## src/hw/rtl/hsc_pkg.sv

```systemverilog
// Package for the HMAC-SHA-1 short code signer/verifier.
// Holds payload structs, status and command codes, controller/datapath links.
// No dependencies.
`timescale 1ns / 1ps
package hsc_pkg;

  typedef struct packed {
    logic        cmd;
    logic [4:0]  period;
    logic [7:0]  counter;
    logic [31:0] code;
  } in_item_t;

  typedef struct packed {
    logic [25:0] code_out;
    logic [4:0]  res_period;
    logic [7:0]  res_counter;
    logic [1:0]  status;
  } out_item_t;

  localparam logic       CMD_GEN = 1'b0;
  localparam logic       CMD_VER = 1'b1;
  localparam logic [1:0] ST_OK       = 2'd0;
  localparam logic [1:0] ST_BAD_PER  = 2'd1;
  localparam logic [1:0] ST_BAD_CODE = 2'd2;
  localparam logic [1:0] ST_BAD_SIG  = 2'd3;

  localparam logic [2:0] CFG_IAB  = 3'd0;
  localparam logic [2:0] CFG_ICD  = 3'd1;
  localparam logic [2:0] CFG_IE   = 3'd2;
  localparam logic [2:0] CFG_OAB  = 3'd3;
  localparam logic [2:0] CFG_OCD  = 3'd4;
  localparam logic [2:0] CFG_OE   = 3'd5;
  localparam logic [2:0] CFG_MASK = 3'd6;

  typedef struct packed {
    logic load_item;
    logic load_inner;
    logic load_outer;
    logic round;
    logic finish;
    logic check;
    logic emit;
  } ctl_t;

  typedef struct packed {
    logic early_done;
  } sts_t;

endpackage

```

## src/hw/rtl/hsc_ctrl.sv

```systemverilog
// Controller for the short code block: sequences two 80-round compressions,
// or skips them when the item fails its checks. Depends on hsc_pkg.
`timescale 1ns / 1ps
module hsc_ctrl (
  input  logic          clk,
  input  logic          rst_n,
  input  logic          start,
  output logic          busy,
  output logic [6:0]    round_idx,
  output hsc_pkg::ctl_t ctl,
  input  hsc_pkg::sts_t sts
);
  localparam logic [2:0] S_IDLE  = 3'd0;
  localparam logic [2:0] S_CHK   = 3'd1;
  localparam logic [2:0] S_IRND  = 3'd2;
  localparam logic [2:0] S_IFIN  = 3'd3;
  localparam logic [2:0] S_ORND  = 3'd4;
  localparam logic [2:0] S_OFIN  = 3'd5;
  localparam logic [2:0] S_CMP   = 3'd6;
  localparam logic [2:0] S_OUT   = 3'd7;

  logic [2:0] state_r, state_nxt;
  logic [6:0] cnt_r, cnt_nxt;

  assign busy      = (state_r != S_IDLE);
  assign round_idx = cnt_r;

  always_comb begin
    state_nxt = state_r;
    cnt_nxt   = cnt_r;
    ctl       = '0;
    unique case (state_r)
      S_IDLE: begin
        if (start) begin
          ctl.load_item = 1'b1;
          state_nxt = S_CHK;
        end
      end
      S_CHK: begin
        cnt_nxt = '0;
        if (sts.early_done) begin
          state_nxt = S_OUT;
        end else begin
          ctl.load_inner = 1'b1;
          state_nxt = S_IRND;
        end
      end
      S_IRND: begin
        ctl.round = 1'b1;
        cnt_nxt = cnt_r + 7'd1;
        if (cnt_r == 7'd79) state_nxt = S_IFIN;
      end
      S_IFIN: begin
        ctl.load_outer = 1'b1;
        state_nxt = S_ORND;
        cnt_nxt = '0;
      end
      S_ORND: begin
        ctl.round = 1'b1;
        cnt_nxt = cnt_r + 7'd1;
        if (cnt_r == 7'd79) state_nxt = S_OFIN;
      end
      S_OFIN: begin
        ctl.finish = 1'b1;
        state_nxt = S_CMP;
      end
      S_CMP: begin
        ctl.check = 1'b1;
        state_nxt = S_OUT;
      end
      S_OUT: begin
        ctl.emit = 1'b1;
        state_nxt = S_IDLE;
      end
      default: state_nxt = S_IDLE;
    endcase
  end

  always_ff @(posedge clk) begin
    if (!rst_n) begin
      state_r <= S_IDLE;
      cnt_r   <= '0;
    end else begin
      state_r <= state_nxt;
      cnt_r   <= cnt_nxt;
    end
  end
endmodule

```

## src/hw/rtl/hsc_dp.sv

```systemverilog
// Datapath: one SHA-1 round per cycle with a 16-word schedule window,
// config registers, item checks and result packing. Depends on hsc_pkg.
`timescale 1ns / 1ps
module hsc_dp (
  input  logic              clk,
  input  logic              rst_n,
  input  logic              cfg_we,
  input  logic [2:0]        cfg_index,
  input  logic [63:0]       cfg_data,
  input  hsc_pkg::in_item_t in_item,
  input  logic [6:0]        round_idx,
  input  hsc_pkg::ctl_t     ctl,
  output hsc_pkg::sts_t     sts,
  output logic              out_valid,
  output hsc_pkg::out_item_t out_item
);
  logic [63:0] iab_r, icd_r, oab_r, ocd_r;
  logic [31:0] ie_r, oe_r, mask_r;
  logic        cmd_r, early_r;
  logic [4:0]  per_r;
  logic [7:0]  ctr_r;
  logic [12:0] sig_r;
  logic [1:0]  st_r;
  logic [31:0] h_r [5];
  logic [31:0] a_r, b_r, c_r, d_r, e_r;
  logic [31:0] w_r [16];
  logic        vld_r;
  hsc_pkg::out_item_t res_r, res_nxt;

  logic [31:0] c_code;
  logic        c_bad_code, c_bad_per;
  logic [4:0]  c_per;
  logic [7:0]  c_ctr;
  logic [31:0] f, k, tmp, wt, wn;
  logic [31:0] sum4;

  always_comb begin
    c_code     = in_item.code;
    c_bad_code = (in_item.cmd == hsc_pkg::CMD_VER) && (c_code[31:26] != 6'd0);
    c_per      = (in_item.cmd == hsc_pkg::CMD_VER) ? c_code[25:21] : in_item.period;
    c_ctr      = (in_item.cmd == hsc_pkg::CMD_VER) ? c_code[20:13] : in_item.counter;
    c_bad_per  = !mask_r[c_per];
  end

  assign sts.early_done = early_r;

  always_comb begin
    if (round_idx < 7'd20) begin
      f = (b_r & c_r) | (~b_r & d_r); k = 32'h5A827999;
    end else if (round_idx < 7'd40) begin
      f = b_r ^ c_r ^ d_r; k = 32'h6ED9EBA1;
    end else if (round_idx < 7'd60) begin
      f = (b_r & c_r) | (b_r & d_r) | (c_r & d_r); k = 32'h8F1BBCDC;
    end else begin
      f = b_r ^ c_r ^ d_r; k = 32'hCA62C1D6;
    end
    wt   = w_r[0];
    tmp  = {a_r[26:0], a_r[31:27]} + f + e_r + k + wt;
    sum4 = w_r[13] ^ w_r[8] ^ w_r[2] ^ w_r[0];
    wn   = {sum4[30:0], sum4[31]};
  end

  always_comb begin
    res_nxt = '0;
    res_nxt.status = st_r;
    if (st_r == hsc_pkg::ST_OK) begin
      if (cmd_r == hsc_pkg::CMD_GEN) res_nxt.code_out = {per_r, ctr_r, h_r[4][12:0]};
      else begin
        res_nxt.res_period  = per_r;
        res_nxt.res_counter = ctr_r;
      end
    end
  end

  always_ff @(posedge clk) begin
    if (!rst_n) begin
      iab_r <= '0; icd_r <= '0; ie_r <= '0;
      oab_r <= '0; ocd_r <= '0; oe_r <= '0; mask_r <= '0;
      vld_r <= 1'b0;
    end else begin
      vld_r <= ctl.emit;
      if (cfg_we) begin
        unique case (cfg_index)
          hsc_pkg::CFG_IAB:  iab_r  <= cfg_data;
          hsc_pkg::CFG_ICD:  icd_r  <= cfg_data;
          hsc_pkg::CFG_IE:   ie_r   <= cfg_data[31:0];
          hsc_pkg::CFG_OAB:  oab_r  <= cfg_data;
          hsc_pkg::CFG_OCD:  ocd_r  <= cfg_data;
          hsc_pkg::CFG_OE:   oe_r   <= cfg_data[31:0];
          hsc_pkg::CFG_MASK: mask_r <= cfg_data[31:0];
          default: ;
        endcase
      end
    end
  end

  always_ff @(posedge clk) begin
    if (ctl.load_item) begin
      cmd_r   <= in_item.cmd;
      per_r   <= c_per;
      ctr_r   <= c_ctr;
      sig_r   <= c_code[12:0];
      early_r <= c_bad_code || c_bad_per;
      st_r    <= c_bad_code ? hsc_pkg::ST_BAD_CODE :
                 (c_bad_per ? hsc_pkg::ST_BAD_PER : hsc_pkg::ST_OK);
    end
    if (ctl.load_inner) begin
      h_r[0] <= iab_r[63:32]; h_r[1] <= iab_r[31:0];
      h_r[2] <= icd_r[63:32]; h_r[3] <= icd_r[31:0]; h_r[4] <= ie_r;
      a_r <= iab_r[63:32]; b_r <= iab_r[31:0];
      c_r <= icd_r[63:32]; d_r <= icd_r[31:0]; e_r <= ie_r;
      w_r[0]  <= {3'b000, per_r, ctr_r, 16'h8000};
      for (int i = 1; i < 15; i++) w_r[i] <= '0;
      w_r[15] <= 32'd528;
    end
    if (ctl.round) begin
      e_r <= d_r; d_r <= c_r; c_r <= {b_r[1:0], b_r[31:2]};
      b_r <= a_r; a_r <= tmp;
      for (int i = 0; i < 15; i++) w_r[i] <= w_r[i+1];
      w_r[15] <= wn;
    end
    if (ctl.finish) begin
      h_r[0] <= h_r[0] + a_r; h_r[1] <= h_r[1] + b_r; h_r[2] <= h_r[2] + c_r;
      h_r[3] <= h_r[3] + d_r; h_r[4] <= h_r[4] + e_r;
    end
    if (ctl.load_outer) begin
      w_r[0] <= h_r[0] + a_r; w_r[1] <= h_r[1] + b_r; w_r[2] <= h_r[2] + c_r;
      w_r[3] <= h_r[3] + d_r; w_r[4] <= h_r[4] + e_r;
      w_r[5]  <= 32'h80000000;
      for (int i = 6; i < 15; i++) w_r[i] <= '0;
      w_r[15] <= 32'd672;
      h_r[0] <= oab_r[63:32]; h_r[1] <= oab_r[31:0];
      h_r[2] <= ocd_r[63:32]; h_r[3] <= ocd_r[31:0]; h_r[4] <= oe_r;
      a_r <= oab_r[63:32]; b_r <= oab_r[31:0];
      c_r <= ocd_r[63:32]; d_r <= ocd_r[31:0]; e_r <= oe_r;
    end
    if (ctl.check) begin
      if (cmd_r == hsc_pkg::CMD_VER && h_r[4][12:0] != sig_r) st_r <= hsc_pkg::ST_BAD_SIG;
    end
    if (ctl.emit) res_r <= res_nxt;
  end

  assign out_valid = vld_r;
  assign out_item  = res_r;
endmodule

```

## src/hw/rtl/hmac_sha1_short_code_sign_verify.sv

```systemverilog
// Top level of the HMAC-SHA-1 short code signer/verifier.
// From the accepting edge an item passes the check, then two 80-round compressions at one
// round per cycle with the finish steps, then the compare and output steps; an item that
// fails its period or range check goes from the check straight to the output step.
// One item at a time; the next start is taken at the result edge at the earliest.
// Receiver cannot stall. Synchronous active-low reset clears control and key registers.
`timescale 1ns / 1ps
module hmac_sha1_short_code_sign_verify (
  input  logic               clk,
  input  logic               rst_n,
  input  logic               start,
  output logic               busy,
  input  hsc_pkg::in_item_t  in_item,
  output logic               out_valid,
  output hsc_pkg::out_item_t out_item,
  input  logic               cfg_valid,
  output logic               cfg_ready,
  input  logic [2:0]         cfg_index,
  input  logic [63:0]        cfg_data
);
  hsc_pkg::ctl_t ctl;
  hsc_pkg::sts_t sts;
  logic [6:0]    round_idx;
  logic          busy_i;

  assign cfg_ready = 1'b1;
  assign busy = busy_i;

  hsc_ctrl u_ctrl (
    .clk(clk), .rst_n(rst_n), .start(start), .busy(busy_i),
    .round_idx(round_idx), .ctl(ctl), .sts(sts)
  );

  hsc_dp u_dp (
    .clk(clk), .rst_n(rst_n), .cfg_we(cfg_valid), .cfg_index(cfg_index),
    .cfg_data(cfg_data), .in_item(in_item), .round_idx(round_idx), .ctl(ctl),
    .sts(sts), .out_valid(out_valid), .out_item(out_item)
  );

  a_strobe_once: assert property (@(posedge clk) disable iff (!rst_n)
    out_valid |=> !out_valid) else $error("double result strobe");
  a_emit_busy: assert property (@(posedge clk) disable iff (!rst_n)
    ctl.emit |-> busy_i) else $error("emit while idle");
  a_out_after_emit: assert property (@(posedge clk) disable iff (!rst_n)
    out_valid |-> $past(ctl.emit)) else $error("result without emit");
endmodule
```

## config.mk

```make
export PLATFORM = sky130hd
export DESIGN_NAME = hmac_sha1_short_code_sign_verify
export DESIGN_NICKNAME = d
export VERILOG_FILES = /design/src/hw/rtl/hsc_pkg.sv /design/src/hw/rtl/hsc_ctrl.sv /design/src/hw/rtl/hsc_dp.sv /design/src/hw/rtl/hmac_sha1_short_code_sign_verify.sv
export SDC_FILE = /design/constraint.sdc
export NUM_CORES = 2
export LEC_CHECK = 0
export BUFFER_PORTS_ARGS = -buffer_cell sky130_fd_sc_hd__buf_2
export CAP_MARGIN = 5
export CORE_MARGIN = 5
export CORE_UTILIZATION = 54
export CTS_CLUSTER_DIAMETER = 150
export DETAILED_ROUTE_END_ITERATION = 12
export PLACE_DENSITY = 0.71
export SETUP_SLACK_MARGIN = 0.15
export SKIP_CTS_REPAIR_TIMING = 1
export SYNTH_ARGS = -nofsm -noshare
export SYNTH_HDL_FRONTEND = slang
export SYNTH_SLANG_ARGS = --single-unit
export TNS_END_PERCENT = 10
```

## constraint.sdc

```tcl
create_clock -name clk -period 14.9 [get_ports clk]
set_input_delay 1.49 -clock clk [delete_from_list [all_inputs] [get_ports clk]]
set_output_delay 1.49 -clock clk [all_outputs]
set_load 0.02 [all_outputs]
```

== Word level (Yosys, flattened, before mapping) ==
Memory sizes are Yosys's and may differ from the RTL's.
Index checks and enable logic that the tools add are counted.

* Muxes and demuxes: 95
* $lt $le $gt $ge: 4
* Eq/ne operators: 18
* Bitwise operators: 56
* $add $sub $neg: 10
* Reductions and logical operators: 23

{| class="wikitable"
|+ Operators by type and width
! kind !! count
|-
| 2-to-1 mux 32 bit || 62
|-
| adder 32 bit || 9
|-
| XOR 32 bit || 5
|-
| bitwise AND 32 bit || 4
|-
| OR 32 bit || 3
|-
| OR 1 bit || 42
|-
| NOT 32 bit || 1
|-
| 2-to-1 mux 31 bit || 1
|-
| case mux 3 bit (8 select lines) || 1
|-
| equality test 3 bit, second input constant || 7
|-
| 2-to-1 mux 1 bit || 19
|-
| AND reduction 2 bit || 8
|-
| less-than comparator 7 x 6 -> 1 bit, second input constant || 2
|-
| case mux 7 bit (2 select lines) || 1
|-
| != test 13 bit || 1
|-
| equality test 3 x 2 -> 1 bit, second input constant || 4
|-
| 2-to-1 mux 3 bit || 4
|-
| 2-to-1 mux 2 bit || 4
|-
| 2-to-1 mux 8 bit || 1
|-
| adder 7 x 1 -> 7 bit, second input constant || 1
|-
| equality test 7 bit, second input constant || 1
|-
| less-than comparator 7 x 5 -> 1 bit, second input constant || 1
|-
| equality test 3 x 1 -> 1 bit, second input constant || 2
|-
| zero test 3 bit || 2
|-
| other kinds (15) || 20
|}

* Memory bits (writable): 672
* Word-level logic and storage cells: 233
* Register bits: 594
* Input bits: 117
* Memories kept: 2
* Output and inout bits: 44

{| class="wikitable"
|+ Memory list
! name !! words !! width !! rd ports !! clocked after Yosys merged registers in !! write ports !! line !! text
|-
| u_dp.w_r || 16 || 32 || 16 || 0 || 16 || hsc_dp.sv:26 || <nowiki>logic [31:0] w_r [16];</nowiki>
|-
| u_dp.h_r || 5 || 32 || 5 || 0 || 5 || hsc_dp.sv:24 || <nowiki>logic [31:0] h_r [5];</nowiki>
|}

== Depth between registers and ports, before layout ==
* Word-level depth: 12
* Depth in mapped cells: 25

== Hierarchy ==
From an unflattened synthesis, not the netlist that was laid out.

* Cell total of the unflattened synthesis: 6340
* Area total of the unflattened synthesis: 64679.5 µm²

{| class="wikitable"
|+ Modules (own cells, without submodules)
! module !! area an instance (µm²) !! cells each !! instances !! sequential area each (µm²)
|-
| hsc_dp || 63968.9 || 6254 || 1 || 31630.3
|-
| hsc_ctrl || 699.4 || 84 || 1 || 200.2
|-
| hmac_sha1_short_code_sign_verify || 11.3 || 2 || 1 || 0.0
|}

== Least setup slack after synthesis ==
No wires, ideal clock.

* Kind: reg2reg
* From: register u_ctrl.state_r[1]
* To: register u_dp.a_r[0], enable pin
* Buffers on the path: 3
* Clock period less this slack: 10.603 ns
* Slack: 4.297 ns
* Stages on the path, launching flop included: 10
* Arrival time: 9.841 ns
* Cells stage by stage: dfxtp_1 inv_1 ha_1 clkbuf_1 or3b_2 nand2_1 nor2_1 clkbuf_1 buf_1 inv_1

* Longest elaborated chain between the ends: 4
* Elaborated cells between the ends (all ways): 9

{| class="wikitable"
|+ RTL lines
! what !! line !! text
|-
| from (decl) || hsc_ctrl.sv:22 || <nowiki>logic [2:0] state_r, state_nxt;</nowiki>
|-
| from (signal assigned) || hsc_ctrl.sv:84 || <nowiki>state_r <= state_nxt;</nowiki>
|-
| equality test 3 x 2 -> 1 bit / equality test 3 bit (equally long branches) || hsc_ctrl.sv:32 || <nowiki>unique case (state_r)</nowiki>
|-
| OR reduction 2 bit (no source line) || n/a ||
|-
| 2-to-1 mux 1 bit || hsc_ctrl.sv:32 ||
|-
| nonzero test 3 bit (no source line) (*) || n/a ||
|-
| to (signal assigned) || hsc_dp.sv:110 || <nowiki>a_r <= iab_r[63:32]; b_r <= iab_r[31:0];</nowiki>
|-
| to (signal assigned) || hsc_dp.sv:118 || <nowiki>b_r <= a_r; a_r <= tmp;</nowiki>
|-
| to (signal assigned) || hsc_dp.sv:134 || <nowiki>a_r <= oab_r[63:32]; b_r <= oab_r[31:0];</nowiki>
|-
| to (decl) || hsc_dp.sv:25 || <nowiki>logic [31:0] a_r, b_r, c_r, d_r, e_r;</nowiki>
|}

Every way passes the cells marked *; elsewhere a longest branch is shown, timed or not.
A chain may end at the register's enable or synchronous reset.

== Worst setup path in the final report ==
* From: register u_ctrl.cnt_r[5] (netlist: u_ctrl.round_idx[5])
* To: register u_dp.a_r[20] (data pin)

* Longest elaborated chain between the ends: 10
* Elaborated cells between the ends (all ways): 15

{| class="wikitable"
|+ RTL lines
! what !! line !! text
|-
| from (decl) || hsc_ctrl.sv:23 || <nowiki>logic [6:0] cnt_r, cnt_nxt;</nowiki>
|-
| from (signal assigned) || hsc_ctrl.sv:85 || <nowiki>cnt_r <= cnt_nxt;</nowiki>
|-
| less-than comparator 7 x 6 -> 1 bit || hsc_dp.sv:52 || <nowiki>end else if (round_idx < 7'd60) begin</nowiki>
|-
| 2-to-1 mux 32 bit || hsc_dp.sv:52 ||
|-
| 2-to-1 mux 32 bit || hsc_dp.sv:50 || <nowiki>end else if (round_idx < 7'd40) begin</nowiki>
|-
| 2-to-1 mux 32 bit || hsc_dp.sv:48 || <nowiki>if (round_idx < 7'd20) begin</nowiki>
|-
| adder 32 bit (2 in series) || hsc_dp.sv:58 || <nowiki>tmp = {a_r[26:0], a_r[31:27]} + f + e_r + k + wt;</nowiki>
|-
| adder 32 bit (*) (2 in series) || hsc_dp.sv:58 ||
|-
| 2-to-1 mux 32 bit (*) || hsc_dp.sv:116 || <nowiki>if (ctl.round) begin</nowiki>
|-
| 2-to-1 mux 32 bit (*) || hsc_dp.sv:126 || <nowiki>if (ctl.load_outer) begin</nowiki>
|}

Marks and branches as above.

==> metrics.md <==
| Metric | Value |
|---|---|
| Total gr overflow | 0 |
| CP Max Fanout | 35 |
| Port Buf Inserts | 159 |
| Chip height | approximately 350 um |
| TritonCTS buffer count | 137 |
| Top_reg_cell synth | edfxtp_1 |
| GP Congestion | 0.980 |
| Nets | 6846 |
| CP Class | register to register |
| Clock Path Buffers | 3 |
| Worst path required time | between 15000 and 20000 ps |
| DR DRC count | 0 |
| Fraction of registers with async set/reset | 0 |
| CP endpoint kind | register |
| Fillers | 9775 |
| Multi-input gate area | approximately 0.030 sq mm |
| H-tree levels | 4 |
| Relative max-transition margin | 0.173 |
| Commonest non-fill, non-tap cells in the layout | nand2_1 (1292), edfxtp_1 (648), dfxtp_1 (618) |
| Final cycle utilization of the critical path | 0.466 |
| Syn_area_per_cell | 9.92 sq um |
| Synthesis-to-layout area growth | 10.2% |
| Largest net degree at the start of global routing | 161 |
| Clock transition at path regs | 70 ps |
| CTS tree | built |
| Die area | roughly 0.12 sq mm |
| Actual slew at the worst max-slew pin | 1230 ps |
| Final setup violation count | 0 |
| TritonRoute pass-1 iters | 7 |
| Fin Setup TNS | 0 ps |
| Via density | around 6.4 |
| Final Hold Fails | 0 |
| Clock sinks | between 1000 and 1500 |
| Top cell type by total area after synthesis | edfxtp_1 |
| Worst clock skew | 47.7 ps |
| Yosys reg bits | 1266 |
| Max-cap viol count | 0 |
| # rows | 125 |
| Initial core utilization | 0.545 |
| Ys Warns | 0 |
| Die Width | between 300 and 400 um |
| Post-synth EDFFs | 648 |
| Initial antenna violation count | 14 |
| Clk_lat worst skew | roughly 770 ps |
| Global-route wire length before repair | 315000 um |
| Worst EP arrival | 7420 ps |
| Via count | 51200 |
| Routed WL | 216000 um |
| Post-DP HPWL | 151000 um |
| Crit path launch type | register |
| Tot GR Track Use | 0.337 |
| Cells after Synth | 6404 |
| RSZ-0062 raised after global routing | false |
| Max Freq | 144 MHz |
| Synth unique cells | 75 |
| Commonest non-fill, non-tap cell in the layout | nand2_1 |
| Hold WC Path Type | register to register |
| Syn Std Cell Area | 0.0635 sq mm |
| Syn nets | 6870 |
| Vias in the first global route | 47200 |
| Status | completed |
| Tmin final | 6940 ps |
| Yosys top cell area share | 0.306 |
| Max Slew Vio Count | 0 |
| Drt first-iter violations | 7282 |
| Routed len/inst | 26.9 um |
| Layout cell share with drive strength beyond 1 | 0.0759 |
| IO Pins | ~160 |
| Root buf cell | clkbuf_16 |
| Storage element area | 0.0318 sq mm |
| Synth top area cells | edfxtp_1 (31%), dfxtp_1 (19%), nand2_1 (7.7%) |
| Seq/Total Area, Yosys | 0.501 |
| Post-route ant nets | 0 |
| Core area | 0.117 sq mm |
[worst paths after layout]
kind | from | end | slack, ps | depth (start not counted)
max | u_ctrl.round_idx[5] | u_dp.a_r[20] | 7960 | 24
min | u_dp.mask_r[31] | u_dp.mask_r[31] | 460 | 2
max reg2reg | u_ctrl.round_idx[5] | u_dp.a_r[20] | 7960 | 24
min reg2reg | u_dp.mask_r[31] | u_dp.mask_r[31] | 460 | 2
[per-stage QoR]
step           hold slack (ps)  cell area [sq um]  std cells  utilization  worst slack [ps]
2_1_floorplan              439              63500       6404            -              4300
3_3_place_gp               446              65500       7765        0.562              8210
3_5_place_dp               454              65500       7765        0.562              8150
4_1_cts                    465              70000       8021        0.600              8110
5_1_grt                    481              70000       8021        0.600              7530
6_report                   463              70000       8023        0.601              7960
[routing by layer]
layer | track usage | routed length [um] | up-vias
li1 | - | - | 22700
met1 | 0.491 | 88400 | 25200
met2 | 0.475 | 88800 | 2897
met3 | 0.0918 | 29100 | 415
met4 | 0.137 | 9820 | 8
met5 | 0 | 59 | -
[kinds of logic after synthesis]
group / count (synthesis) / synth area share
AND/OR/NAND/NOR: 2091 / 0.139
AO/OA/AOI/OAI: 1773 / 0.196
flip-flops: 1266 / 0.501
buffers and inverters: 613 / 0.0363
adder cells (fa/ha/maj): 349 / 0.0834
XOR/XNOR: 270 / 0.0372
multiplexers: 41 / 0.00717
other: 1 / 0.0000590
[cells in the mapped netlist (76+ instances only)]
cell type and count:
and3_1 120, a31oi_1 165, a22oi_1 116, a21oi_1 227, edfxtp_1 648, nand2_1 1298, inv_1 223, a22o_1 315
o21ai_0 261, fa_1 124, nor2_1 363, dfxtp_1 618, a21boi_0 360, nand3_1 76, a21o_1 84, xnor2_1 196
clkbuf_1 367, ha_1 225
[state kept, by name (all words and copies together) (netlist names), 41 cells and up]
name / count
u_dp.w_r: 512
u_dp.h_r: 160
u_dp.iab_r: 64
u_dp.icd_r: 64
u_dp.oab_r: 64
u_dp.ocd_r: 64
u_dp.out_item: 41
[layout make-up]
class                   count  area share
inverters                 224      0.0121
multi-input cells        4525       0.422
repair buffers            226      0.0190
flip-flops and latches   1266       0.455
clock buffers             203      0.0569
well taps                1524      0.0273
clock inverters            53     0.00726
diodes                      2   0.0000715
[critical path, stage by stage, from the launching register on]
cell and delay [ps]:
dfxtp_1 450, o21ai_0 200, nor3_1 370, clkinv_1 120
buf_4 300, nand2_1 210, buf_4 390, nor2_1 70
a211oi_1 300, fa_1 470, inv_1 80, fa_1 430
fa_1 430, inv_1 80, ha_1 230, a21o_1 200
and4_1 220, o31ai_1 460, a21boi_0 370, a211oi_1 300
nor2_1 100, o41ai_1 460, o21bai_1 150, xnor2_1 160
a21oi_1 80
Power is left out: the tool's default activity adds up to more than one toggle a clock period on the data nets, which glitch-free logic cannot reach.
